### config.mk
export PLATFORM = sky130hd
export DESIGN_NAME = pd_position_loop_velocity_command_flat
export DESIGN_NICKNAME = d
export VERILOG_FILES = /design/src/rtl/pdpl_pkg.sv /design/src/rtl/pdpl_if.sv /design/src/rtl/pdpl_cfg.sv /design/src/rtl/pdpl_ctrl.sv /design/src/rtl/pdpl_dp.sv /design/src/rtl/pd_position_loop_velocity_command.sv /design/src/flat_wrapper.sv
export SDC_FILE = /design/constraint.sdc
export NUM_CORES = 2
export LEC_CHECK = 0
export BUFFER_PORTS_ARGS = -buffer_cell sky130_fd_sc_hd__clkbuf_2
export CAP_MARGIN = 20
export CORE_UTILIZATION = 60
export CTS_CLUSTER_SIZE = 12
export DETAILED_ROUTE_END_ITERATION = 8
export GPL_TIMING_DRIVEN = 0
export HOLD_SLACK_MARGIN = 0.02
export PLACE_DENSITY = 0.79
export SLEW_MARGIN = 10
export SYNTH_ARGS = -nofsm -noshare
export SYNTH_HDL_FRONTEND = slang
export SYNTH_SLANG_ARGS = --single-unit
### constraint.sdc
create_clock -name clk -period 14.7 [get_ports clk]
set_input_delay 1.47 -clock clk [delete_from_list [all_inputs] [get_ports clk]]
set_output_delay 1.47 -clock clk [all_outputs]
set_load 0.03 [all_outputs]
### src/rtl/pdpl_pkg.sv
// ----------------------------------------------------------------------------
// PD position loop package
// Types, register codes and constants shared by the position loop modules.
// ----------------------------------------------------------------------------
package pdpl_pkg;

	// Configuration port geometry
	localparam int unsigned CFG_IDX_W  = 3;
	localparam int unsigned CFG_DATA_W = 20;

	// Register indexes
	typedef enum logic [CFG_IDX_W-1:0] {
		REG_PROP_GAIN   = 3'd0,
		REG_DAMP_GAIN   = 3'd1,
		REG_SPEED_LIMIT = 3'd2,
		REG_GEAR_FACTOR = 3'd3
	} reg_idx_t;

	// Register limits and reset values
	localparam logic [15:0] PROP_GAIN_MAX   = 16'd51200;
	localparam logic [13:0] DAMP_GAIN_MAX   = 14'd10240;
	localparam logic [19:0] SPEED_LIMIT_MAX = 20'd655360;
	localparam logic [15:0] PROP_GAIN_RST   = 16'd2048;
	localparam logic [13:0] DAMP_GAIN_RST   = 14'd307;
	localparam logic [19:0] SPEED_LIMIT_RST = 20'd65536;
	localparam logic [15:0] GEAR_FACTOR_RST = 16'd6400;

	// Gains, speed limit and gear factor of the loop
	typedef struct packed {
		logic [15:0] prop_gain;
		logic [13:0] damp_gain;
		logic [19:0] speed_limit;
		logic [15:0] gear_factor;
	} cfg_t;

	// Sequencer states
	typedef enum logic [1:0] {
		ST_IDLE,
		ST_MUL_P,
		ST_MUL_D,
		ST_MUL_G
	} ctrl_state_t;

	// Operand pair routed to the shared multiplier
	typedef enum logic [1:0] {
		MSEL_P,
		MSEL_D,
		MSEL_G
	} mul_sel_t;

	// Controller to datapath
	typedef struct packed {
		logic     take_sample;
		mul_sel_t mul_sel;
		logic     load_result;
	} dp_cmd_t;

	// Datapath to controller
	typedef struct packed {
		logic result_full;
		logic result_taken;
	} dp_stat_t;

endpackage

### src/rtl/pdpl_if.sv
// ----------------------------------------------------------------------------
// PD position loop channels
// Valid/ready channels for the sample requests and the result requests.
// ----------------------------------------------------------------------------
interface pdpl_in_if;
	logic               valid;
	logic               ready;
	logic signed [31:0] meas_position;
	logic signed [31:0] meas_velocity;
	logic               enable_level;
	logic signed [31:0] new_target;
	logic               target_load;

	modport source (output valid, meas_position, meas_velocity, enable_level,
		new_target, target_load, input ready);
	modport sink (input valid, meas_position, meas_velocity, enable_level,
		new_target, target_load, output ready);
	modport monitor (input valid, ready, meas_position, meas_velocity, enable_level,
		new_target, target_load);
endinterface

interface pdpl_out_if;
	logic               valid;
	logic               ready;
	logic signed [20:0] speed_command;
	logic signed [31:0] position_error;
	logic        [31:0] step_count;
	logic               loop_active;

	modport source (output valid, speed_command, position_error, step_count,
		loop_active, input ready);
	modport sink (input valid, speed_command, position_error, step_count,
		loop_active, output ready);
	modport monitor (input valid, ready, speed_command, position_error, step_count,
		loop_active);
endinterface

### src/rtl/pdpl_cfg.sv
// ----------------------------------------------------------------------------
// PD position loop register bank
// Holds gains, limit and gear factor; gain and limit writes saturate to each range.
// ----------------------------------------------------------------------------
module pdpl_cfg import pdpl_pkg::*; (
	input  logic                  clk,
	input  logic                  arst_n,
	input  logic                  cfg_we,
	input  logic [CFG_IDX_W-1:0]  cfg_idx,
	input  logic [CFG_DATA_W-1:0] cfg_data,
	output cfg_t                  cfg
);

	cfg_t cfg_q;

	// Register writes, saturating for the gains and limit; unknown indexes ignored
	always_ff @(posedge clk or negedge arst_n) begin
		if (!arst_n) begin
			cfg_q.prop_gain   <= PROP_GAIN_RST;
			cfg_q.damp_gain   <= DAMP_GAIN_RST;
			cfg_q.speed_limit <= SPEED_LIMIT_RST;
			cfg_q.gear_factor <= GEAR_FACTOR_RST;
		end else if (cfg_we) begin
			unique case (cfg_idx)
				REG_PROP_GAIN: begin
					cfg_q.prop_gain <= (cfg_data[15:0] > PROP_GAIN_MAX) ?
						PROP_GAIN_MAX : cfg_data[15:0];
				end
				REG_DAMP_GAIN: begin
					cfg_q.damp_gain <= (cfg_data[13:0] > DAMP_GAIN_MAX) ?
						DAMP_GAIN_MAX : cfg_data[13:0];
				end
				REG_SPEED_LIMIT: begin
					cfg_q.speed_limit <= (cfg_data > SPEED_LIMIT_MAX) ?
						SPEED_LIMIT_MAX : cfg_data;
				end
				REG_GEAR_FACTOR: begin
					cfg_q.gear_factor <= cfg_data[15:0];
				end
				default: begin
				end
			endcase
		end
	end

	assign cfg = cfg_q;

endmodule

### src/rtl/pdpl_ctrl.sv
// ----------------------------------------------------------------------------
// PD position loop sequencer
// Steps one sample through the three products of the shared multiplier.
// ----------------------------------------------------------------------------
module pdpl_ctrl import pdpl_pkg::*; (
	input  logic     clk,
	input  logic     arst_n,
	input  logic     in_valid,
	output logic     in_ready,
	input  dp_stat_t stat,
	output dp_cmd_t  cmd
);

	ctrl_state_t state_q;
	ctrl_state_t state_nxt;
	logic        result_free;

	// Result register can take a new value when empty or drained this cycle
	assign result_free = !stat.result_full || stat.result_taken;

	always_ff @(posedge clk or negedge arst_n) begin
		if (!arst_n) begin
			state_q <= ST_IDLE;
		end else begin
			state_q <= state_nxt;
		end
	end

	// Next state
	always_comb begin
		state_nxt = state_q;
		unique case (state_q)
			ST_IDLE:  if (in_valid) state_nxt = ST_MUL_P;
			ST_MUL_P: state_nxt = ST_MUL_D;
			ST_MUL_D: state_nxt = ST_MUL_G;
			ST_MUL_G: if (result_free) state_nxt = ST_IDLE;
			default:  state_nxt = ST_IDLE;
		endcase
	end

	// Commands
	always_comb begin
		in_ready        = 1'b0;
		cmd.take_sample = 1'b0;
		cmd.mul_sel     = MSEL_P;
		cmd.load_result = 1'b0;
		unique case (state_q)
			ST_IDLE: begin
				in_ready        = 1'b1;
				cmd.take_sample = in_valid;
			end
			ST_MUL_P: cmd.mul_sel = MSEL_P;
			ST_MUL_D: cmd.mul_sel = MSEL_D;
			ST_MUL_G: begin
				cmd.mul_sel     = MSEL_G;
				cmd.load_result = result_free;
			end
			default: begin
			end
		endcase
	end

endmodule

### src/rtl/pdpl_dp.sv
// ----------------------------------------------------------------------------
// PD position loop datapath
// Loop state, error stage, shared multiplier and the result register.
// ----------------------------------------------------------------------------
module pdpl_dp import pdpl_pkg::*; (
	input  logic               clk,
	input  logic               arst_n,
	input  cfg_t               cfg,
	input  dp_cmd_t            cmd,
	output dp_stat_t           stat,
	input  logic signed [31:0] meas_position,
	input  logic signed [31:0] meas_velocity,
	input  logic               enable_level,
	input  logic signed [31:0] new_target,
	input  logic               target_load,
	output logic               result_valid,
	input  logic               result_ready,
	output logic signed [20:0] speed_command,
	output logic signed [31:0] position_error,
	output logic        [31:0] step_count,
	output logic               loop_active
);

	// Loop state
	logic signed [31:0] target_q;
	logic signed [31:0] last_pos_q;
	logic               active_q;
	logic        [31:0] tick_q;

	// Per-sample stages
	logic signed [31:0] err_s1;
	logic signed [31:0] vel_s1;
	logic               en_s1;
	logic signed [37:0] p_s2;
	logic signed [29:0] diff_s3;

	// Result register
	logic               res_valid_q;
	logic signed [20:0] res_cmd_q;
	logic signed [31:0] res_err_q;
	logic        [31:0] res_tick_q;
	logic               res_active_q;

	logic               en_edge;
	logic signed [31:0] target_nxt;
	logic signed [32:0] err_wide;
	logic signed [31:0] err_sat;
	logic signed [31:0] mul_a;
	logic signed [16:0] mul_b;
	logic signed [48:0] prod;
	logic signed [38:0] diff_wide;
	logic signed [29:0] diff_sat;
	logic signed [37:0] cmd_wide;
	logic signed [37:0] lim_pos;
	logic signed [37:0] lim_neg;
	logic signed [20:0] cmd_clamp;

	localparam logic signed [38:0] DIFF_HI = 39'sd268435456;
	localparam logic signed [38:0] DIFF_LO = -39'sd268435456;

	// Setpoint update: load first, enable edge overrides
	assign en_edge = enable_level && !active_q;

	always_comb begin
		target_nxt = target_q;
		if (target_load) target_nxt = new_target;
		if (en_edge) target_nxt = last_pos_q;
	end

	// Saturated position error
	assign err_wide = 33'(target_nxt) - 33'(meas_position);

	always_comb begin
		if (err_wide[32] != err_wide[31]) begin
			err_sat = err_wide[32] ? 32'sh8000_0000 : 32'sh7FFF_FFFF;
		end else begin
			err_sat = err_wide[31:0];
		end
	end

	always_ff @(posedge clk or negedge arst_n) begin
		if (!arst_n) begin
			target_q   <= '0;
			last_pos_q <= '0;
			active_q   <= 1'b0;
			tick_q     <= '0;
		end else if (cmd.take_sample) begin
			target_q   <= target_nxt;
			last_pos_q <= meas_position;
			active_q   <= enable_level;
			if (en_edge) begin
				tick_q <= 32'd1;
			end else if (enable_level) begin
				tick_q <= tick_q + 32'd1;
			end
		end
	end

	always_ff @(posedge clk) begin
		if (cmd.take_sample) begin
			err_s1 <= err_sat;
			vel_s1 <= meas_velocity;
			en_s1  <= enable_level;
		end
	end

	// Shared multiplier operand select
	always_comb begin
		case (cmd.mul_sel)
			MSEL_P: begin
				mul_a = err_s1;
				mul_b = $signed({1'b0, cfg.prop_gain});
			end
			MSEL_D: begin
				mul_a = vel_s1;
				mul_b = $signed({3'b000, cfg.damp_gain});
			end
			MSEL_G: begin
				mul_a = 32'(diff_s3);
				mul_b = $signed({1'b0, cfg.gear_factor});
			end
			default: begin
				mul_a = err_s1;
				mul_b = $signed({1'b0, cfg.prop_gain});
			end
		endcase
	end

	assign prod = 49'(mul_a) * 49'(mul_b);

	// p - d, limited to +/-2^28: beyond that any nonzero gear saturates the command
	assign diff_wide = 39'(p_s2) - 39'($signed(prod[45:10]));

	always_comb begin
		if (diff_wide > DIFF_HI) begin
			diff_sat = 30'(DIFF_HI);
		end else if (diff_wide < DIFF_LO) begin
			diff_sat = 30'(DIFF_LO);
		end else begin
			diff_sat = diff_wide[29:0];
		end
	end

	always_ff @(posedge clk) begin
		if (cmd.mul_sel == MSEL_P) p_s2 <= prod[47:10];
		if (cmd.mul_sel == MSEL_D) diff_s3 <= diff_sat;
	end

	// Command clamp
	assign cmd_wide = prod[45:8];
	assign lim_pos  = $signed({18'd0, cfg.speed_limit});
	assign lim_neg  = -lim_pos;

	always_comb begin
		if (!en_s1) begin
			cmd_clamp = '0;
		end else if (cmd_wide > lim_pos) begin
			cmd_clamp = lim_pos[20:0];
		end else if (cmd_wide < lim_neg) begin
			cmd_clamp = lim_neg[20:0];
		end else begin
			cmd_clamp = cmd_wide[20:0];
		end
	end

	// Result register
	always_ff @(posedge clk or negedge arst_n) begin
		if (!arst_n) begin
			res_valid_q <= 1'b0;
		end else if (cmd.load_result) begin
			res_valid_q <= 1'b1;
		end else if (result_ready) begin
			res_valid_q <= 1'b0;
		end
	end

	always_ff @(posedge clk) begin
		if (cmd.load_result) begin
			res_cmd_q    <= cmd_clamp;
			res_err_q    <= en_s1 ? err_s1 : 32'sd0;
			res_tick_q   <= tick_q;
			res_active_q <= en_s1;
		end
	end

	assign stat.result_full  = res_valid_q;
	assign stat.result_taken = result_ready;

	assign result_valid   = res_valid_q;
	assign speed_command  = res_cmd_q;
	assign position_error = res_err_q;
	assign step_count     = res_tick_q;
	assign loop_active    = res_active_q;

endmodule

### src/rtl/pd_position_loop_velocity_command.sv
// Flow: a sample request accepted on the input channel passes the error stage,
// then three passes of one 32x17 multiplier, and is shown on the result channel.
// The shared multiplier forms the proportional, damping and gear products in turn,
// so no new sample is taken until the last is through; a held result adds stall.
// Reset (arst_n low): registers back to defaults, setpoint, latched position,
// step count and enable history cleared, no result pending.
// ----------------------------------------------------------------------------
// PD position loop with velocity command
// Top level: register bank, sequencer and datapath on valid/ready channels.
// ----------------------------------------------------------------------------
module pd_position_loop_velocity_command import pdpl_pkg::*; (
	input  logic                  clk,
	input  logic                  arst_n,
	input  logic                  cfg_we,
	input  logic [CFG_IDX_W-1:0]  cfg_idx,
	input  logic [CFG_DATA_W-1:0] cfg_data,
	pdpl_in_if.sink               sample,
	pdpl_out_if.source            result
);

	cfg_t     cfg;
	dp_cmd_t  cmd;
	dp_stat_t stat;

	pdpl_cfg u_cfg (
		.clk      (clk),
		.arst_n   (arst_n),
		.cfg_we   (cfg_we),
		.cfg_idx  (cfg_idx),
		.cfg_data (cfg_data),
		.cfg      (cfg)
	);

	pdpl_ctrl u_ctrl (
		.clk      (clk),
		.arst_n   (arst_n),
		.in_valid (sample.valid),
		.in_ready (sample.ready),
		.stat     (stat),
		.cmd      (cmd)
	);

	pdpl_dp u_dp (
		.clk            (clk),
		.arst_n         (arst_n),
		.cfg            (cfg),
		.cmd            (cmd),
		.stat           (stat),
		.meas_position  (sample.meas_position),
		.meas_velocity  (sample.meas_velocity),
		.enable_level   (sample.enable_level),
		.new_target     (sample.new_target),
		.target_load    (sample.target_load),
		.result_valid   (result.valid),
		.result_ready   (result.ready),
		.speed_command  (result.speed_command),
		.position_error (result.position_error),
		.step_count     (result.step_count),
		.loop_active    (result.loop_active)
	);

endmodule

### src/flat_wrapper.sv
// flat-port wrapper written by rule: the top's interface ports become plain ports
module pd_position_loop_velocity_command_flat import pdpl_pkg::*;
  (clk, arst_n, cfg_we, cfg_idx, cfg_data, sample_valid, sample_meas_position, sample_meas_velocity, sample_enable_level, sample_new_target, sample_target_load, sample_ready, result_valid, result_speed_command, result_position_error, result_step_count, result_loop_active, result_ready);
  pdpl_in_if sample_i ();
  pdpl_out_if result_i ();
  input  logic clk;
  input  logic arst_n;
  input  logic cfg_we;
  input  logic [CFG_IDX_W-1:0] cfg_idx;
  input  logic [CFG_DATA_W-1:0] cfg_data;
  input wire logic [$bits(sample_i.valid)-1:0] sample_valid;
  input wire logic [$bits(sample_i.meas_position)-1:0] sample_meas_position;
  input wire logic [$bits(sample_i.meas_velocity)-1:0] sample_meas_velocity;
  input wire logic [$bits(sample_i.enable_level)-1:0] sample_enable_level;
  input wire logic [$bits(sample_i.new_target)-1:0] sample_new_target;
  input wire logic [$bits(sample_i.target_load)-1:0] sample_target_load;
  output wire logic [$bits(sample_i.ready)-1:0] sample_ready;
  output wire logic [$bits(result_i.valid)-1:0] result_valid;
  output wire logic [$bits(result_i.speed_command)-1:0] result_speed_command;
  output wire logic [$bits(result_i.position_error)-1:0] result_position_error;
  output wire logic [$bits(result_i.step_count)-1:0] result_step_count;
  output wire logic [$bits(result_i.loop_active)-1:0] result_loop_active;
  input wire logic [$bits(result_i.ready)-1:0] result_ready;
  assign sample_i.valid = sample_valid;
  assign sample_i.meas_position = sample_meas_position;
  assign sample_i.meas_velocity = sample_meas_velocity;
  assign sample_i.enable_level = sample_enable_level;
  assign sample_i.new_target = sample_new_target;
  assign sample_i.target_load = sample_target_load;
  assign sample_ready = sample_i.ready;
  assign result_valid = result_i.valid;
  assign result_speed_command = result_i.speed_command;
  assign result_position_error = result_i.position_error;
  assign result_step_count = result_i.step_count;
  assign result_loop_active = result_i.loop_active;
  assign result_i.ready = result_ready;
  pd_position_loop_velocity_command u_core (.clk(clk), .arst_n(arst_n), .cfg_we(cfg_we), .cfg_idx(cfg_idx), .cfg_data(cfg_data), .sample(sample_i), .result(result_i));
endmodule
**Yosys cells after proc, flatten, opt, wreduce, memory -nomap -nowiden**

Index checks and enable logic that the tools add are counted.

- Add/sub/neg operators: 4
- Multiply operators: 1
- Magnitude comparators: 7
- Equality and inequality tests: 11
- Muxes and demuxes: 23
- Bitwise operators: 1
- Reductions and logical operators: 17

Operator list:

| cell | count |
|---|---|
| 32-bit two-way mux | 6 |
| 32-bit case mux with 2 select lines | 1 |
| 32-bit by 17-bit multiplier with 48-bit output | 1 |
| 20-bit two-way mux | 2 |
| 39-bit by 30-bit > comparator with 1-bit output, second input constant | 1 |
| 39-bit by 29-bit < comparator with 1-bit output, second input constant | 1 |
| 38-bit by 36-bit subtractor with 39-bit output | 1 |
| 38-bit by 21-bit > comparator with 1-bit output | 1 |
| 38-bit < comparator | 1 |
| 20-bit negator with 38-bit output | 1 |
| 32-bit by 32-bit subtractor with 33-bit output | 1 |
| 32-bit by 1-bit adder with 32-bit output, second input constant | 1 |
| 16-bit case mux with 2 select lines | 1 |
| 30-bit two-way mux | 1 |
| 21-bit two-way mux | 1 |
| 20-bit > comparator, second input constant | 1 |
| 16-bit > comparator, second input constant | 1 |
| 16-bit two-way mux | 1 |
| 14-bit > comparator, second input constant | 1 |
| 14-bit two-way mux | 1 |
| 2-bit AND reduction | 6 |
| 2-bit case mux with 4 select lines | 1 |
| 2-bit == test, second input constant | 3 |
| 3-bit by 2-bit == test with 1-bit output, second input constant | 2 |
| 15 further kinds | 26 |

- Register bits after elaboration: 385
- Bits of input ports: 126

**Longest topological paths before layout**

- Depth after elaboration: 8
- Gate-level depth with buffers: 51
- Depth with buffers taken out: 44

**Modules after synthesis**

Synthesis repeated with hierarchy kept, for this count alone.

- Cells, all modules: 4,150
- Area total of the unflattened synthesis: 39,569.2 um^2

By module, submodules not included:

| module | instances | cells each | area each (um^2) | sequential area each (um^2) |
|---|---|---|---|---|
| pdpl_dp | 1 | 3,894 | 36,724.0 | 9,028.7 |
| pdpl_cfg | 1 | 240 | 2,667.6 | 1,664.1 |
| pdpl_ctrl | 1 | 16 | 177.7 | 50.0 |

**Worst setup path after synthesis**

Ideal clock, no wire load.

- Path type: reg-to-reg
- From: register u_core.u_ctrl.state_q[0]
- To: register u_core.u_dp.diff_s3[28] (data pin)
- Library setup time: 259 ps
- Data arrival time: 11,327 ps
- Slack: 3,113 ps
- Cell stages (with the launch flop): 44
- Path through: dfrtp_1 inv_1 ha_1 clkbuf_1 clkbuf_1 a22o_1 a21o_1 clkbuf_1 clkbuf_1 nand2_1 fa_1 inv_1 fa_1 fa_1 fa_1 fa_1 inv_1 fa_1 (+8 left out) a21oi_1 xnor2_1 inv_1 ha_1 a2111oi_0 o2bb2ai_1 a211oi_1 or3_1 maj3_2 a21bo_1 xnor2_2 nand2_1 or4_1 o21ai_0 and4bb_2 a2bb2oi_2 buf_6 or2_1

- Longest elaborated chain between the ends: 8

Ends and longest elaborated chain:

| item | line | RTL |
|---|---|---|
| start: declaration | pdpl_ctrl.sv:14 | `ctrl_state_t state_q;` |
| start signal: assignment | pdpl_ctrl.sv:25 | `state_q <= state_nxt;` |
| 2-bit == test | pdpl_ctrl.sv:47 | `unique case (state_q)` |
| 2-bit case mux with 2 select lines (*) | pdpl_ctrl.sv:47 |  |
| 2-bit == test / 2-bit by 1-bit == test with 1-bit output (equally long branches) | pdpl_dp.sv:109 | `case (cmd.mul_sel)` |
| 32-bit case mux with 2 select lines / 16-bit case mux with 2 select lines (equally long branches) | pdpl_dp.sv:109 |  |
| 32-bit by 17-bit multiplier with 48-bit output (*) | pdpl_dp.sv:129 | `assign prod = 49'(mul_a) * 49'(mul_b);` |
| via u_core.u_dp.prod[21] | pdpl_dp.sv:50 | `logic signed [48:0] prod;` |
| 38-bit by 36-bit subtractor with 39-bit output (*) | pdpl_dp.sv:132 | `assign diff_wide = 39'(p_s2) - 39'($signed(prod[45:10]));` |
| 39-bit by 30-bit > comparator with 1-bit output / 39-bit by 29-bit < comparator with 1-bit output (equally long branches) | pdpl_dp.sv:135, pdpl_dp.sv:137 |  |
| 2-bit OR reduction (no line) | n/a |  |
| end signal: assignment | pdpl_dp.sv:146 | `if (cmd.mul_sel == MSEL_D) diff_s3 <= diff_sat;` |
| end: declaration | pdpl_dp.sv:35 | `logic signed [29:0] diff_s3;` |

The timed path passes the listed nets; every way through them passes the cells marked *.
A chain may end at the register's enable or synchronous reset.

**Worst setup path in the final report**

- From: register u_core.u_ctrl.state_q[0]
- To: register u_core.u_dp.res_cmd_q[16] (netlist: u_core.u_dp.speed_command[16]) (data pin)

- Longest elaborated chain between the ends: 8

Ends and longest elaborated chain:

| item | line | RTL |
|---|---|---|
| 2-bit == test | pdpl_ctrl.sv:47 |  |
| 2-bit case mux with 2 select lines (*) | pdpl_ctrl.sv:47 |  |
| 2-bit == test / 2-bit by 1-bit == test with 1-bit output (equally long branches) | pdpl_dp.sv:109 |  |
| 32-bit case mux with 2 select lines / 16-bit case mux with 2 select lines (equally long branches) | pdpl_dp.sv:109 |  |
| 32-bit by 17-bit multiplier with 48-bit output (*) | pdpl_dp.sv:129 |  |
| via u_core.u_dp.prod[37] | pdpl_dp.sv:50 |  |
| 38-bit < comparator | pdpl_dp.sv:159 | `end else if (cmd_wide < lim_neg) begin` |
| 21-bit two-way mux | pdpl_dp.sv:159 |  |
| 20-bit two-way mux (*) | pdpl_dp.sv:157 | `end else if (cmd_wide > lim_pos) begin` |
| end signal: assignment | pdpl_dp.sv:179 | `res_cmd_q <= cmd_clamp;` |
| end: declaration | pdpl_dp.sv:39 | `logic signed [20:0] res_cmd_q;` |

Marks and branches as above.

==> metrics.cfg <==
[run_status]
status = finished clean

[yosys]
post_synth_main_area_contributors = sky130_fd_sc_hd__fa_1 (25%), sky130_fd_sc_hd__edfxtp_1 (17%), sky130_fd_sc_hd__dfrtp_1 (10%)
synth_fp_nets = 4894
sequential_element_share_of_the_synthesized_area = 0.277
synth-edff-count = 219
ys.flop_type = sky130_fd_sc_hd__edfxtp_1
async_reset_ff_frac = 0.431
synth_mux_area_frac = 0.0264
synth_compound_gate_area_share = 0.121
postSynthRegisterBits = 385
yosys.area.top_type_share = 0.250
synth_area_leader_cell = sky130_fd_sc_hd__fa_1
per_instance_average_area_after_synthesis_sq_um = 9.60
yosys.area_share.simple = 0.128
synth.top_cells.by_count = sky130_fd_sc_hd__inv_1 (704), sky130_fd_sc_hd__nand2_1 (496), sky130_fd_sc_hd__fa_1 (484), sky130_fd_sc_hd__nor2_1 (328), sky130_fd_sc_hd__ha_1 (240)
post-synth-top-count-cell = sky130_fd_sc_hd__inv_1
yosysUniqueCellTypes = 95
netlist_area_sq_um = 38800
synth_top_family_by_area = adder cells
yosys_warnings = 0
synthXorXnorAreaFrac = 0.0333
postSynthCellCount = 4044
synth-adder-area-share = 0.330

[floorplan]
die_w_microns = 256
boundary_pins = 214
core_region_area_sq_um = 63500
die-height_microns = 256
die_area_sq_um = 65700
placement_rows = 92
initial_core_util = 0.611

[final_layout]
n_fill_cell = 5141
multiInputGateArea_sq_um = 24800
nNetsFinal = 5156
post_layout_nonfiller_instances = 5183
stdcell_area_sq_um = 42400
area_growth_pct = 9.28
antenna-diode-count = 0
post_route_cells_drive_above_1_share = 0.0934
layout.area.seq_sq_um = 10700

[timing]
setup_repair_after_global_routing_missed_its_margin = false
timing.hold.ws_ns = 0.473
finalHoldViolations = 0
finalCritPeriodShare = 0.970
finalSetupViolCount = 0
maxSlewViolCount = 0
final.min_clock_period_ns = 14.25
max_slew.worst_pin.slew_ns = 1.24
fin_worst_skew_ns = 0.0537
max_clock_freq_mhz = 70.2
worst_slew_margin_rel = 0.174
timing.setup.tns_ns = 0

[clock_network]
cts_buffers = 41
cts_hold_buffers = 0
clock_tree.root_cell = sky130_fd_sc_hd__clkbuf_16
tritoncts_clock_tree = yes
clockBufferDepth = 3
clkLatencyLatePin_ns = 0.59
cts.htree.levels = 2
cts_clk_pin_slew_worst_paths_ns = 0.07
cts_sinks = 385

[worst_setup_path]
worstSetupEndpointType = flop
critical-path-top-cell-by-count = sky130_fd_sc_hd__fa_1
timing.reg2reg.setup_slack_ns = 0.45
start_kind = flop
timing_worst_setup_path_type = reg2reg
timing.critical_path.arrival_ns = 14.57
crit_path_max_incr_delay_ns = 0.66
cp_data_required_time_ns = 15.01
path_max_fanout = 31
master_of_the_slowest_instance_on_the_critical_path = sky130_fd_sc_hd__fa_1

[grt]
initial_antenna_violation_count = 4
grt_pass1_wl_microns = 182000
gr-total-overflow = 0
largest_net_degree_at_the_start_of_global_routing = 103
via_count_of_the_first_global_routing_pass = 31800
groute.usage.overall = 0.366

[run]
count_of_max_cap_constraint_violations = 0

[detailed_routing]
final_ant_viol_nets = 0
vias = 30800
dr.first_iter.drc_count = 2899
wirelength_microns = 117000
detail_routed_net_length_per_standard_cell_microns = 22.6
drc = 0
drt_pre_antenna_iters = 6
post_drt_via_cell_ratio = 5.95

[placement]
placedInstanceArea_sq_um = 41100
place.detailed.instances = 5108
dp_hpwl_microns = 95500
placement.io_buffers = 212
routabilityCongestion = 1.06

[min_path]
worstHoldPathType = reg2reg

## worst max-delay path: cells and delay by family (launching register included)
family / cells / cell delay, ns
AO/OA/AOI/OAI: 12 / 4.01
adder cells (fa/ha/maj): 10 / 4.66
buffers and inverters: 11 / 3.29
flip-flops: 1 / 0.39
multiplexers: 1 / 0.25
AND/OR/NAND/NOR: 8 / 1.33
## cell type report
cell class / instances / area share
Sequential cell: 385 / 0.253
Buffer: 161 / 0.0153
Timing Repair Buffer: 222 / 0.0287
Inverter: 705 / 0.0624
Tap cell: 846 / 0.0249
Clock inverter: 6 / 0.00156
Clock buffer: 68 / 0.0285
Multi-Input combinational cell: 2790 / 0.585
## worst paths after layout
path                                                from                       endpoint  cells after the start
worst max-delay path            u_core.u_ctrl.state_q[0]  u_core.u_dp.speed_command[16]                     42
worst min-delay path              u_core.u_dp.tick_q[31]     u_core.u_dp.step_count[31]                      0
worst max register to register  u_core.u_ctrl.state_q[0]  u_core.u_dp.speed_command[16]                     42
worst min register to register    u_core.u_dp.tick_q[31]     u_core.u_dp.step_count[31]                      0
max in group asynchronous                         arst_n            u_core.u_cfg.cfg[8]                      2
min in group asynchronous                         arst_n       u_core.u_dp.target_q[25]                      1
## routing by layer
metal | share of wire | wire (microns) | GRT usage | vias up
met5 | 0.00011 | 13 | 0 | -
met1 | 0.38 | 44400 | 0.475 | 15200
li1 | - | - | - | 13700
met3 | 0.11 | 12800 | 0.0941 | 303
met4 | 0.058 | 6800 | 0.179 | 2
met2 | 0.45 | 53200 | 0.574 | 1615
## flip-flops by register name (all words and copies together), names as in the netlist
signal and flops:
u_core.u_dp.speed_command 21, u_core.u_dp.last_pos_q 32, u_core.u_dp.diff_s3 30, u_core.u_dp.err_s1 32
u_core.u_dp.step_count 32, u_core.u_dp.result_valid 1, u_core.u_dp.tick_q 32, u_core.u_dp.target_q 32
u_core.u_dp.en_s1 1, u_core.u_dp.p_s2 38, u_core.u_dp.vel_s1 32, u_core.u_dp.active_q 1
u_core.u_dp.position_error 32, u_core.u_ctrl.state_q 2, u_core.u_dp.loop_active 1, u_core.u_cfg.cfg 66
## stage by stage
step / worst slack, ns / util
3_5_place_dp: 0.0543 / 0.647
2_1_floorplan: 3.11 / -
5_1_grt: 0.000188 / 0.668
6_report: 0.445 / 0.668
3_3_place_gp: -0.411 / 0.644
4_1_cts: 0.242 / 0.667
## timing repair
action | 4_1_cts | 5_1_grt
pin swaps | 0 | 0
setup endpoints to repair | 1 | 50
endpoints found under the hold margin | 0 | 0
buffers inserted | 0 | 0
resized for setup | 2 | 18
## placed cells by master, fill, tap and decap left out, types with 148 or more instances in the layout
| cell | count |
|---|---|
| sky130_fd_sc_hd__ha_1 | 239 |
| sky130_fd_sc_hd__a21oi_1 | 176 |
| sky130_fd_sc_hd__nor2_1 | 327 |
| sky130_fd_sc_hd__fa_1 | 484 |
| sky130_fd_sc_hd__edfxtp_1 | 219 |
| sky130_fd_sc_hd__nand2_1 | 496 |
| sky130_fd_sc_hd__dfrtp_1 | 156 |
| sky130_fd_sc_hd__clkbuf_1 | 148 |
| sky130_fd_sc_hd__clkbuf_2 | 219 |
| sky130_fd_sc_hd__inv_1 | 704 |
## kinds of logic after synthesis
| group | count (synthesis) |
|---|---|
| AOI/OAI and AO/OA | 694 |
| xor gates and xnor gates | 145 |
| adders and majority gates | 736 |
| buffers and inverters | 869 |
| DFF | 385 |
| muxes | 96 |
| and+or+nand+nor | 1119 |
Power is left out: the tool's default activity adds up to more than one toggle a clock period on the data nets, which glitch-free logic cannot reach.
